--- src/design/rdl_pkg.sv ---
`default_nettype none
// ----------------------------------------------------------------------------
// rdl_pkg: shared types and constants of the ROM DMA line loader
// Request and response payload structs, operation and result codes,
// register map words and the DMA line size.
// ----------------------------------------------------------------------------
package rdl_pkg;

   // dma line size in bytes, a power of two between 4 and 128
   localparam int LINE_BYTES = 64;
   localparam int LINE_OFS_W = $clog2(LINE_BYTES);
   localparam int LINE_W     = LINE_OFS_W + 1;

   // configuration port
   localparam int                    CSR_IDX_W       = 2;
   localparam int                    CSR_DATA_W      = 25;
   localparam int                    ROM_BYTES_W     = 25;
   localparam logic [ROM_BYTES_W-1:0] ROM_BYTES_RESET = 25'd65536;

   // depth of the result queue, most results one request can cause
   localparam int MAX_RESULTS = 3;
   localparam int RES_CNT_W   = 2;

   typedef enum logic [CSR_IDX_W-1:0] {
      CSR_ROM_BYTES     = 2'd0,
      CSR_RESET_CLIENT  = 2'd1,
      CSR_RESET_CHANNEL = 2'd2,
      CSR_OWN_DEVICE_ID = 2'd3
   } csr_idx_type;

   typedef enum logic [1:0] {
      OP_REG_WRITE  = 2'd0,
      OP_ROM_READ   = 2'd1,
      OP_TICK       = 2'd2,
      OP_FLUSH_RESP = 2'd3
   } op_type;

   typedef enum logic [2:0] {
      KIND_DMA_WRITE  = 3'd0,
      KIND_FLUSH_READ = 3'd1,
      KIND_NOTIFY     = 3'd2,
      KIND_READ_RESP  = 3'd3,
      KIND_ERROR      = 3'd4
   } kind_type;

   // bus register map, word index = byte address / 4
   localparam logic [3:0] WORD_START    = 4'd0;
   localparam logic [3:0] WORD_CLIENT   = 4'd1;
   localparam logic [3:0] WORD_ROM_LO   = 4'd2;
   localparam logic [3:0] WORD_ROM_HI   = 4'd3;
   localparam logic [3:0] WORD_DEST_LO  = 4'd4;
   localparam logic [3:0] WORD_DEST_HI  = 4'd5;
   localparam logic [3:0] WORD_LEN_LO   = 4'd6;
   localparam logic [3:0] WORD_LEN_HI   = 4'd7;
   localparam logic [63:0] REG_ADDR_MAX = 64'd32;
   localparam logic [7:0]  REG_SIZE     = 8'd4;

   typedef struct packed {
      op_type      op;
      logic [63:0] req_address;
      logic [31:0] write_value;
      logic [7:0]  req_size;
      logic [15:0] source_device;
      logic        write_ready;
      logic        read_ready;
      logic        notify_ready;
   } req_type;

   typedef struct packed {
      kind_type    kind;
      logic [15:0] target_device;
      logic [63:0] bus_address;
      logic [63:0] byte_offset;
      logic [7:0]  length;
      logic        last;
   } rsp_type;

   // build one result with the last flag clear
   function automatic rsp_type make_rsp(kind_type k, logic [15:0] target,
                                        logic [63:0] addr, logic [63:0] offset,
                                        logic [7:0] len);
      rsp_type r;
      r.kind          = k;
      r.target_device = target;
      r.bus_address   = addr;
      r.byte_offset   = offset;
      r.length        = len;
      r.last          = 1'b0;
      return r;
   endfunction

endpackage
`default_nettype wire

--- src/design/rom_dma_line_loader.sv ---
// A request's first result is registered and offered in the cycle after its transfer.
// Throughput: one request per cycle while rsp_ready is high and each causes at most one
// result; one causing more holds the input as the queue drains, one a cycle on rsp_ready.
// Reset: clears the load, flush and notify flags, the range registers, the progress
// counter and the result queue, and returns the configuration registers to defaults.
`default_nettype none
// ----------------------------------------------------------------------------
// rom_dma_line_loader: ROM with a line-sized DMA load engine
// Decodes bus register writes, ROM reads, engine ticks and flush responses,
// issues DMA write descriptors, flush reads, notifications and errors.
// ----------------------------------------------------------------------------
module rom_dma_line_loader (
   input  logic                                clock,
   input  logic                                reset,
   input  logic                                req_valid,
   output logic                                req_ready,
   input  rdl_pkg::req_type                    req_data,
   output logic                                rsp_valid,
   input  logic                                rsp_ready,
   output rdl_pkg::rsp_type                    rsp_data,
   input  logic                                csr_we,
   input  logic [rdl_pkg::CSR_IDX_W-1:0]       csr_index,
   input  logic [rdl_pkg::CSR_DATA_W-1:0]      csr_wdata
);
   import rdl_pkg::*;

   // configuration registers
   logic [ROM_BYTES_W-1:0] rom_bytes_ff, rom_bytes_in;
   logic [15:0]            own_id_ff, own_id_in;

   // engine state
   logic        loading_ff, loading_in;
   logic        flushing_ff, flushing_in;
   logic        notifying_ff, notifying_in;
   logic [15:0] client_id_ff, client_id_in;
   logic [15:0] notify_ch_ff, notify_ch_in;
   logic [63:0] rom_start_ff, rom_start_in;
   logic [63:0] dest_start_ff, dest_start_in;
   logic [63:0] range_len_ff, range_len_in;
   logic [63:0] progress_ff, progress_in;

   // result queue, slot 0 is the head
   rsp_type              slot_ff [MAX_RESULTS];
   rsp_type              slot_in [MAX_RESULTS];
   logic [RES_CNT_W-1:0] count_ff, count_in;

   // request decode
   logic                   accept, pop;
   logic [63:0]            addr;
   logic [31:0]            val;
   logic [7:0]             size;
   logic [15:0]            src;
   logic [3:0]             word;
   logic                   wr_bad, rd_bad, resp_bad;
   logic [ROM_BYTES_W-1:0] rom_room;
   logic                   do_load, do_flush, do_notify;

   // dma chunk
   logic [63:0]       remain, dest, rom_ofs;
   logic [LINE_W-1:0] to_edge, chunk;
   logic [7:0]        chunk_len;
   logic              chunk_done;

   // results of the current request
   rsp_type              res [MAX_RESULTS];
   logic [RES_CNT_W-1:0] res_cnt;

   // handshakes
   assign rsp_valid = (count_ff != '0);
   assign rsp_data  = slot_ff[0];
   assign req_ready = (count_ff == '0) || ((count_ff == RES_CNT_W'(1)) && rsp_ready);
   assign accept    = req_valid && req_ready;
   assign pop       = rsp_valid && rsp_ready;

   // request fields
   assign addr = req_data.req_address;
   assign val  = req_data.write_value;
   assign size = req_data.req_size;
   assign src  = req_data.source_device;
   assign word = addr[5:2];

   // malformed register write, rom bounds, unexpected flush response
   assign wr_bad   = (addr[1:0] != 2'b00) || (addr > REG_ADDR_MAX) || (size != REG_SIZE);
   assign rom_room = rom_bytes_ff - addr[ROM_BYTES_W-1:0];
   assign rd_bad   = (addr >= {{(64-ROM_BYTES_W){1'b0}}, rom_bytes_ff}) ||
                     ({{(ROM_BYTES_W-8){1'b0}}, size} > rom_room);
   assign resp_bad = (src != client_id_ff) || (addr != 64'd0);

   // tick work acts on the flags as they stood before this tick
   assign do_load   = loading_ff && req_data.write_ready;
   assign do_flush  = flushing_ff && req_data.read_ready;
   assign do_notify = notifying_ff && req_data.notify_ready;

   // next chunk: min of remaining bytes and distance to the line boundary
   assign remain     = (progress_ff >= range_len_ff) ? 64'd0 : range_len_ff - progress_ff;
   assign dest       = dest_start_ff + progress_ff;
   assign rom_ofs    = rom_start_ff + progress_ff;
   assign to_edge    = LINE_W'(LINE_BYTES) - {1'b0, dest[LINE_OFS_W-1:0]};
   assign chunk      = (remain < {{(64-LINE_W){1'b0}}, to_edge}) ?
                       remain[LINE_W-1:0] : to_edge;
   assign chunk_len  = 8'(chunk);
   assign chunk_done = ({{(64-LINE_W){1'b0}}, chunk} >= remain);

   // collect the results of this request in order
   always_comb begin
      res_cnt = '0;
      for (int i = 0; i < MAX_RESULTS; i++) begin
         res[i] = '0;
      end
      case (req_data.op)
         OP_REG_WRITE: begin
            if (wr_bad) begin
               res[res_cnt] = make_rsp(KIND_ERROR, src, addr, 64'd0, size);
               res_cnt      = res_cnt + RES_CNT_W'(1);
            end
         end
         OP_ROM_READ: begin
            if (rd_bad) begin
               res[res_cnt] = make_rsp(KIND_ERROR, src, addr, 64'd0, size);
            end else begin
               res[res_cnt] = make_rsp(KIND_READ_RESP, src, addr, addr, size);
            end
            res_cnt = res_cnt + RES_CNT_W'(1);
         end
         OP_TICK: begin
            if (do_load) begin
               res[res_cnt] = make_rsp(KIND_DMA_WRITE, client_id_ff, dest, rom_ofs,
                                       chunk_len);
               res_cnt      = res_cnt + RES_CNT_W'(1);
            end
            if (do_flush) begin
               res[res_cnt] = make_rsp(KIND_FLUSH_READ, client_id_ff, 64'd0, 64'd0, 8'd0);
               res_cnt      = res_cnt + RES_CNT_W'(1);
            end
            if (do_notify) begin
               res[res_cnt] = make_rsp(KIND_NOTIFY, notify_ch_ff, {48'd0, own_id_ff},
                                       64'd0, 8'd0);
               res_cnt      = res_cnt + RES_CNT_W'(1);
            end
         end
         OP_FLUSH_RESP: begin
            if (resp_bad) begin
               res[res_cnt] = make_rsp(KIND_ERROR, src, addr, 64'd0, size);
               res_cnt      = res_cnt + RES_CNT_W'(1);
            end
         end
         default: begin
         end
      endcase
      if (res_cnt != '0) begin
         res[res_cnt - RES_CNT_W'(1)].last = 1'b1;
      end
   end

   // engine state update on a request transfer
   always_comb begin
      loading_in    = loading_ff;
      flushing_in   = flushing_ff;
      notifying_in  = notifying_ff;
      client_id_in  = client_id_ff;
      notify_ch_in  = notify_ch_ff;
      rom_start_in  = rom_start_ff;
      dest_start_in = dest_start_ff;
      range_len_in  = range_len_ff;
      progress_in   = progress_ff;
      if (accept) begin
         case (req_data.op)
            OP_REG_WRITE: begin
               if (!wr_bad) begin
                  case (word)
                     WORD_START: begin
                        notifying_in = 1'b0;
                        flushing_in  = 1'b0;
                        loading_in   = 1'b1;
                     end
                     WORD_CLIENT: begin
                        client_id_in = val[15:0];
                        notify_ch_in = val[31:16];
                     end
                     WORD_ROM_LO:  rom_start_in  = {rom_start_ff[63:32], val};
                     WORD_ROM_HI:  rom_start_in  = {val, rom_start_ff[31:0]};
                     WORD_DEST_LO: dest_start_in = {dest_start_ff[63:32], val};
                     WORD_DEST_HI: dest_start_in = {val, dest_start_ff[31:0]};
                     WORD_LEN_LO:  range_len_in  = {range_len_ff[63:32], val};
                     WORD_LEN_HI:  range_len_in  = {val, range_len_ff[31:0]};
                     default: begin
                     end
                  endcase
               end
            end
            OP_TICK: begin
               // a flush started by this tick's last chunk can go out on a later tick, not this one
               if (do_flush) begin
                  flushing_in = 1'b0;
               end
               if (do_load) begin
                  if (chunk_done) begin
                     loading_in  = 1'b0;
                     flushing_in = 1'b1;
                     progress_in = 64'd0;
                  end else begin
                     progress_in = progress_ff + {{(64-LINE_W){1'b0}}, chunk};
                  end
               end
               if (do_notify) begin
                  notifying_in = 1'b0;
               end
            end
            OP_FLUSH_RESP: begin
               if (!resp_bad) begin
                  notifying_in = 1'b1;
               end
            end
            default: begin
            end
         endcase
      end
   end

   // result queue: load on transfer, else shift on output transfer
   always_comb begin
      count_in = count_ff;
      for (int i = 0; i < MAX_RESULTS; i++) begin
         slot_in[i] = slot_ff[i];
      end
      if (accept) begin
         count_in = res_cnt;
         for (int i = 0; i < MAX_RESULTS; i++) begin
            slot_in[i] = res[i];
         end
      end else if (pop) begin
         count_in = count_ff - RES_CNT_W'(1);
         for (int i = 0; i < MAX_RESULTS - 1; i++) begin
            slot_in[i] = slot_ff[i + 1];
         end
      end
   end

   // configuration writes; reset client and channel are taken but not stored, and reset
   // loads zero ids, so they never reach the engine
   always_comb begin
      rom_bytes_in = rom_bytes_ff;
      own_id_in    = own_id_ff;
      if (csr_we) begin
         case (csr_idx_type'(csr_index))
            CSR_ROM_BYTES:     rom_bytes_in = csr_wdata[ROM_BYTES_W-1:0];
            CSR_OWN_DEVICE_ID: own_id_in    = csr_wdata[15:0];
            default: begin
            end
         endcase
      end
   end

   // control and configuration registers
   always_ff @(posedge clock) begin
      if (reset) begin
         rom_bytes_ff  <= ROM_BYTES_RESET;
         own_id_ff     <= '0;
         loading_ff    <= 1'b0;
         flushing_ff   <= 1'b0;
         notifying_ff  <= 1'b0;
         client_id_ff  <= '0;
         notify_ch_ff  <= '0;
         rom_start_ff  <= '0;
         dest_start_ff <= '0;
         range_len_ff  <= '0;
         progress_ff   <= '0;
         count_ff      <= '0;
      end else begin
         rom_bytes_ff  <= rom_bytes_in;
         own_id_ff     <= own_id_in;
         loading_ff    <= loading_in;
         flushing_ff   <= flushing_in;
         notifying_ff  <= notifying_in;
         client_id_ff  <= client_id_in;
         notify_ch_ff  <= notify_ch_in;
         rom_start_ff  <= rom_start_in;
         dest_start_ff <= dest_start_in;
         range_len_ff  <= range_len_in;
         progress_ff   <= progress_in;
         count_ff      <= count_in;
      end
   end

   // result payload slots
   always_ff @(posedge clock) begin
      for (int i = 0; i < MAX_RESULTS; i++) begin
         slot_ff[i] <= slot_in[i];
      end
   end

endmodule
`default_nettype wire

--- config.mk ---
export PLATFORM = sky130hd
export DESIGN_NAME = rom_dma_line_loader
export DESIGN_NICKNAME = d
export VERILOG_FILES = /design/src/design/rdl_pkg.sv /design/src/design/rom_dma_line_loader.sv
export SDC_FILE = /design/constraint.sdc
export NUM_CORES = 2
export LEC_CHECK = 0
export BUFFER_PORTS_ARGS = -buffer_cell sky130_fd_sc_hd__buf_2
export CAP_MARGIN = 10
export CORE_ASPECT_RATIO = 0.5
export CORE_MARGIN = 2
export CORE_UTILIZATION = 56
export CTS_BUF_LIST = sky130_fd_sc_hd__clkbuf_8 sky130_fd_sc_hd__clkbuf_16
export DETAILED_ROUTE_END_ITERATION = 8
export PLACE_DENSITY = 0.79
export SETUP_SLACK_MARGIN = 0.05
export SYNTH_ARGS = -nofsm -noshare
export SYNTH_HDL_FRONTEND = slang
export SYNTH_SLANG_ARGS = --single-unit
--- constraint.sdc ---
create_clock -name clock -period 7.2 [get_ports clock]
set_input_delay 0.36 -clock clock [delete_from_list [all_inputs] [get_ports clock]]
set_output_delay 0.36 -clock clock [all_outputs]
set_load 0.01 [all_outputs]
==> flow_metrics.env <==
export IMPL_cts_sinks=559
export IMPL_path_clk_slew_ns=0.07
export IMPL_fin_ws_ns=-0.0935
export IMPL_ctsRootBufferMaster="clkbuf_16"
export IMPL_overflow=0
export IMPL_initial_core_util_pct=57.0
export IMPL_synth_seq_cells=559
export IMPL_first_iter_violations=4556
export IMPL_wirelength_microns=140000
export IMPL_track_usage_pct=37.8
export IMPL_grt_max_degree=232
export IMPL_worstSetupEndpointType="flop"
export IMPL_die_area_sq_um=70800
export IMPL_core_rowCount=67
export IMPL_finalSetupViolCount=16
export IMPL_rsz0062_at_grt="true"
export IMPL_fin_crit_ns=7.29
export IMPL_yosys_warnings=0
export IMPL_fin_worst_skew_ns=0.0290
export IMPL_pre_cts_ws_ns=-0.561
export IMPL_outcome="finished, violations left"
export IMPL_cp_slowest_stage_delay_ns=0.52
export IMPL_layout_common_cells="nand2_1, a21oi_1, dfxtp_1, buf_4, buf_2"
export IMPL_hp_class="in -> reg"
export IMPL_post_drt_wl_per_cell_microns=23.4
export IMPL_syn_to_final_growth_pct=14.8
export IMPL_synth_area_sq_um=38400
export IMPL_period_share_pct=101
export IMPL_port_buffers=314
export IMPL_cp_arrival_ns=7.75
export IMPL_cts_buffers=51
export IMPL_power_density_nw_per_um2=175
export IMPL_synthesis_nets=5140
export IMPL_critPathKind="reg -> reg"
export IMPL_seq_area_frac_synth_pct=35.0
export IMPL_final_common_cell="nand2_1"
export IMPL_drtPass1Iterations=9
export IMPL_die_w_microns=374
export IMPL_drv_slew=0
export IMPL_dominantRegCellSynth="dfxtp_1"
export IMPL_worst_slew_pin_slew_ns=1.28
export IMPL_fmax_mhz=137
export IMPL_ctsLongestPathBuffers=3
export IMPL_hold_viol_final=0
export IMPL_die_y_microns=189
export IMPL_p_leak_nw=18.7
export IMPL_grt_pass1_wl_microns=208000
export IMPL_setup_worst_path_start_class="flop"
export IMPL_required_ns=7.66
export IMPL_drc=1
export IMPL_yosysUniqueCellTypes=87
export IMPL_max_slew_margin_pct=14.6
export IMPL_synth_async_sr_flop_share_pct=0
export IMPL_synthCells=4700
export IMPL_dp_hpwl_microns=105000
export IMPL_antenna_found_initial=5
export IMPL_synth_area_leaders="edfxtp_1, dfxtp_1, ha_1"
export IMPL_vias=37800
export IMPL_maxCapViolations=0
export IMPL_gp_congestion=1.00
export IMPL_synth_avg_cell_area_sq_um=8.17
export IMPL_r2r_slack_ns=-0.09
export IMPL_ios=315
export IMPL_synth_top_area_share_pct=17.6
export IMPL_cts_tree="yes"
export IMPL_ctsHtreeMaxLevel=2
export IMPL_grt_pass1_vias=35200
export IMPL_slowest_stage="or4_4"
export IMPL_vdd_drop_max_uv=184
export IMPL_core_sq_um=67400
export IMPL_fin_nets=5457
export IMPL_power_total_mw=7.73
export IMPL_cp_max_fo=5
export IMPL_ant_nets=0
export IMPL_violations="DRC, setup timing"
export IMPL_clk_latency_ns=0.65
export IMPL_critPathMostFrequentCell="a21oi_2"
export IMPL_synth_top_area_cell="edfxtp_1"
export IMPL_drive_gt1_share_pct=16.7
export IMPL_synth_edf_count=225
export IMPL_viasPerCell=6.34
[cell type report]
| type | instances | area [sq um] |
|---|---|---|
| sequential | 559 | 13500 |
| clock inverter | 39 | 423 |
| tap | 897 | 1120 |
| fill | 5697 | 23300 |
| antenna | 5 | 12.5 |
| timing repair buffer | 665 | 4330 |
| multi-input combinational | 3529 | 22600 |
| inverter | 211 | 800 |
| clock buffer | 57 | 1370 |
[sequential cells by signal (all words and copies together) (netlist names)]
register / cells
client_id_ff: 16
notifying_ff: 1
flushing_ff: 1
count_ff: 2
rom_bytes_ff: 25
range_len_ff: 64
slot_ff: 225
rom_start_ff: 64
notify_ch_ff: 16
own_id_ff: 16
loading_ff: 1
dest_start_ff: 64
progress_ff: 64
[stage by stage]
stage / TNS [ns] / cell area, sq um / utilization (%) / cells / hold slack (ns)
6_report: -0.693 / 44100 / 65.4 / 5962 / 0.0237
5_1_grt: -5.78 / 44100 / 65.4 / 5959 / 0.0129
4_1_cts: 0 / 43600 / 64.7 / 5945 / 0.00338
3_5_place_dp: -10.58 / 41400 / 61.4 / 5809 / 0.450
3_3_place_gp: -4.03 / 41400 / 61.4 / 5809 / 0.442
2_1_floorplan: 0 / 38500 / - / 4700 / 0.436
[power by group]
part | internal [mW] | switching (mW)
logic | 0.312 | 0.714
registers | 3.64 | 0.0827
clock network | 1.66 | 1.33
[worst max-delay path, delay by kind of cell (launching register included)]
kind	cells	cell delay [ns]
adder cells (fa/ha/maj)	2	0.70
AO/OA/AOI/OAI	11	2.05
buffers and inverters	4	0.56
flip-flops	1	0.37
multiplexers	1	0.07
XOR/XNOR	1	0.15
AND/OR/NAND/NOR	12	3.21
[per-layer routing]
layer  share of wire [%]  GRT usage (%)  vias up  wire, microns
li1                    -              -    17400              -
met1                  40           50.3    18000          56100
met2                  45           60.0     2046          62300
met3                  11           8.22      375          15000
met4                 4.5           15.2        0           6260
met5                   0              0        -              0
[synth_stat cells, drive strengths merged (69+ instances only)]
cell / n
xnor2: 163
edfxtp: 225
nand2: 764
nor3: 77
inv: 211
clkbuf: 214
dfxtp: 334
a21oi: 532
nand4: 69
nor2: 224
nand3: 175
a211oi: 91
xor2: 76
buf: 187
o21ai: 234
a21o: 123
ha: 278
[what timing repair did]
item | 4_1_cts | 5_1_grt
endpoints found under the setup margin | 35 | 64
pin swaps | 13 | 66
hold endpoints to repair | 34 | 0
gates resized for setup | 17 | 81
hold buffers | 24 | 0
buffers inserted | 16 | 13
[final timing paths]
path / from / end / depth (start not counted)
max: progress_ff[3] / progress_ff[57] / 31
max reg2reg: progress_ff[3] / progress_ff[57] / 31
min: req_data[90] / slot_ff[0][104] / 3
min reg2reg: dest_start_ff[26] / dest_start_ff[26] / 2
[cell families (layout without fill, tap and decap cells)]
kind of cell / after synthesis / in the layout / share of synthesized area (%)
simple gates: 1591 / 1591 / 19.0
compound gates: 1392 / 1392 / 23.0
buf+inv: 612 / 972 / 7.64
flops: 559 / 559 / 35.0
fa+ha+maj: 283 / 283 / 9.32
xor+xnor: 239 / 239 / 5.45
mux: 24 / 24 / 0.632
other cells: 0 / 5 / 0
Power figures use the tool's default switching activity.
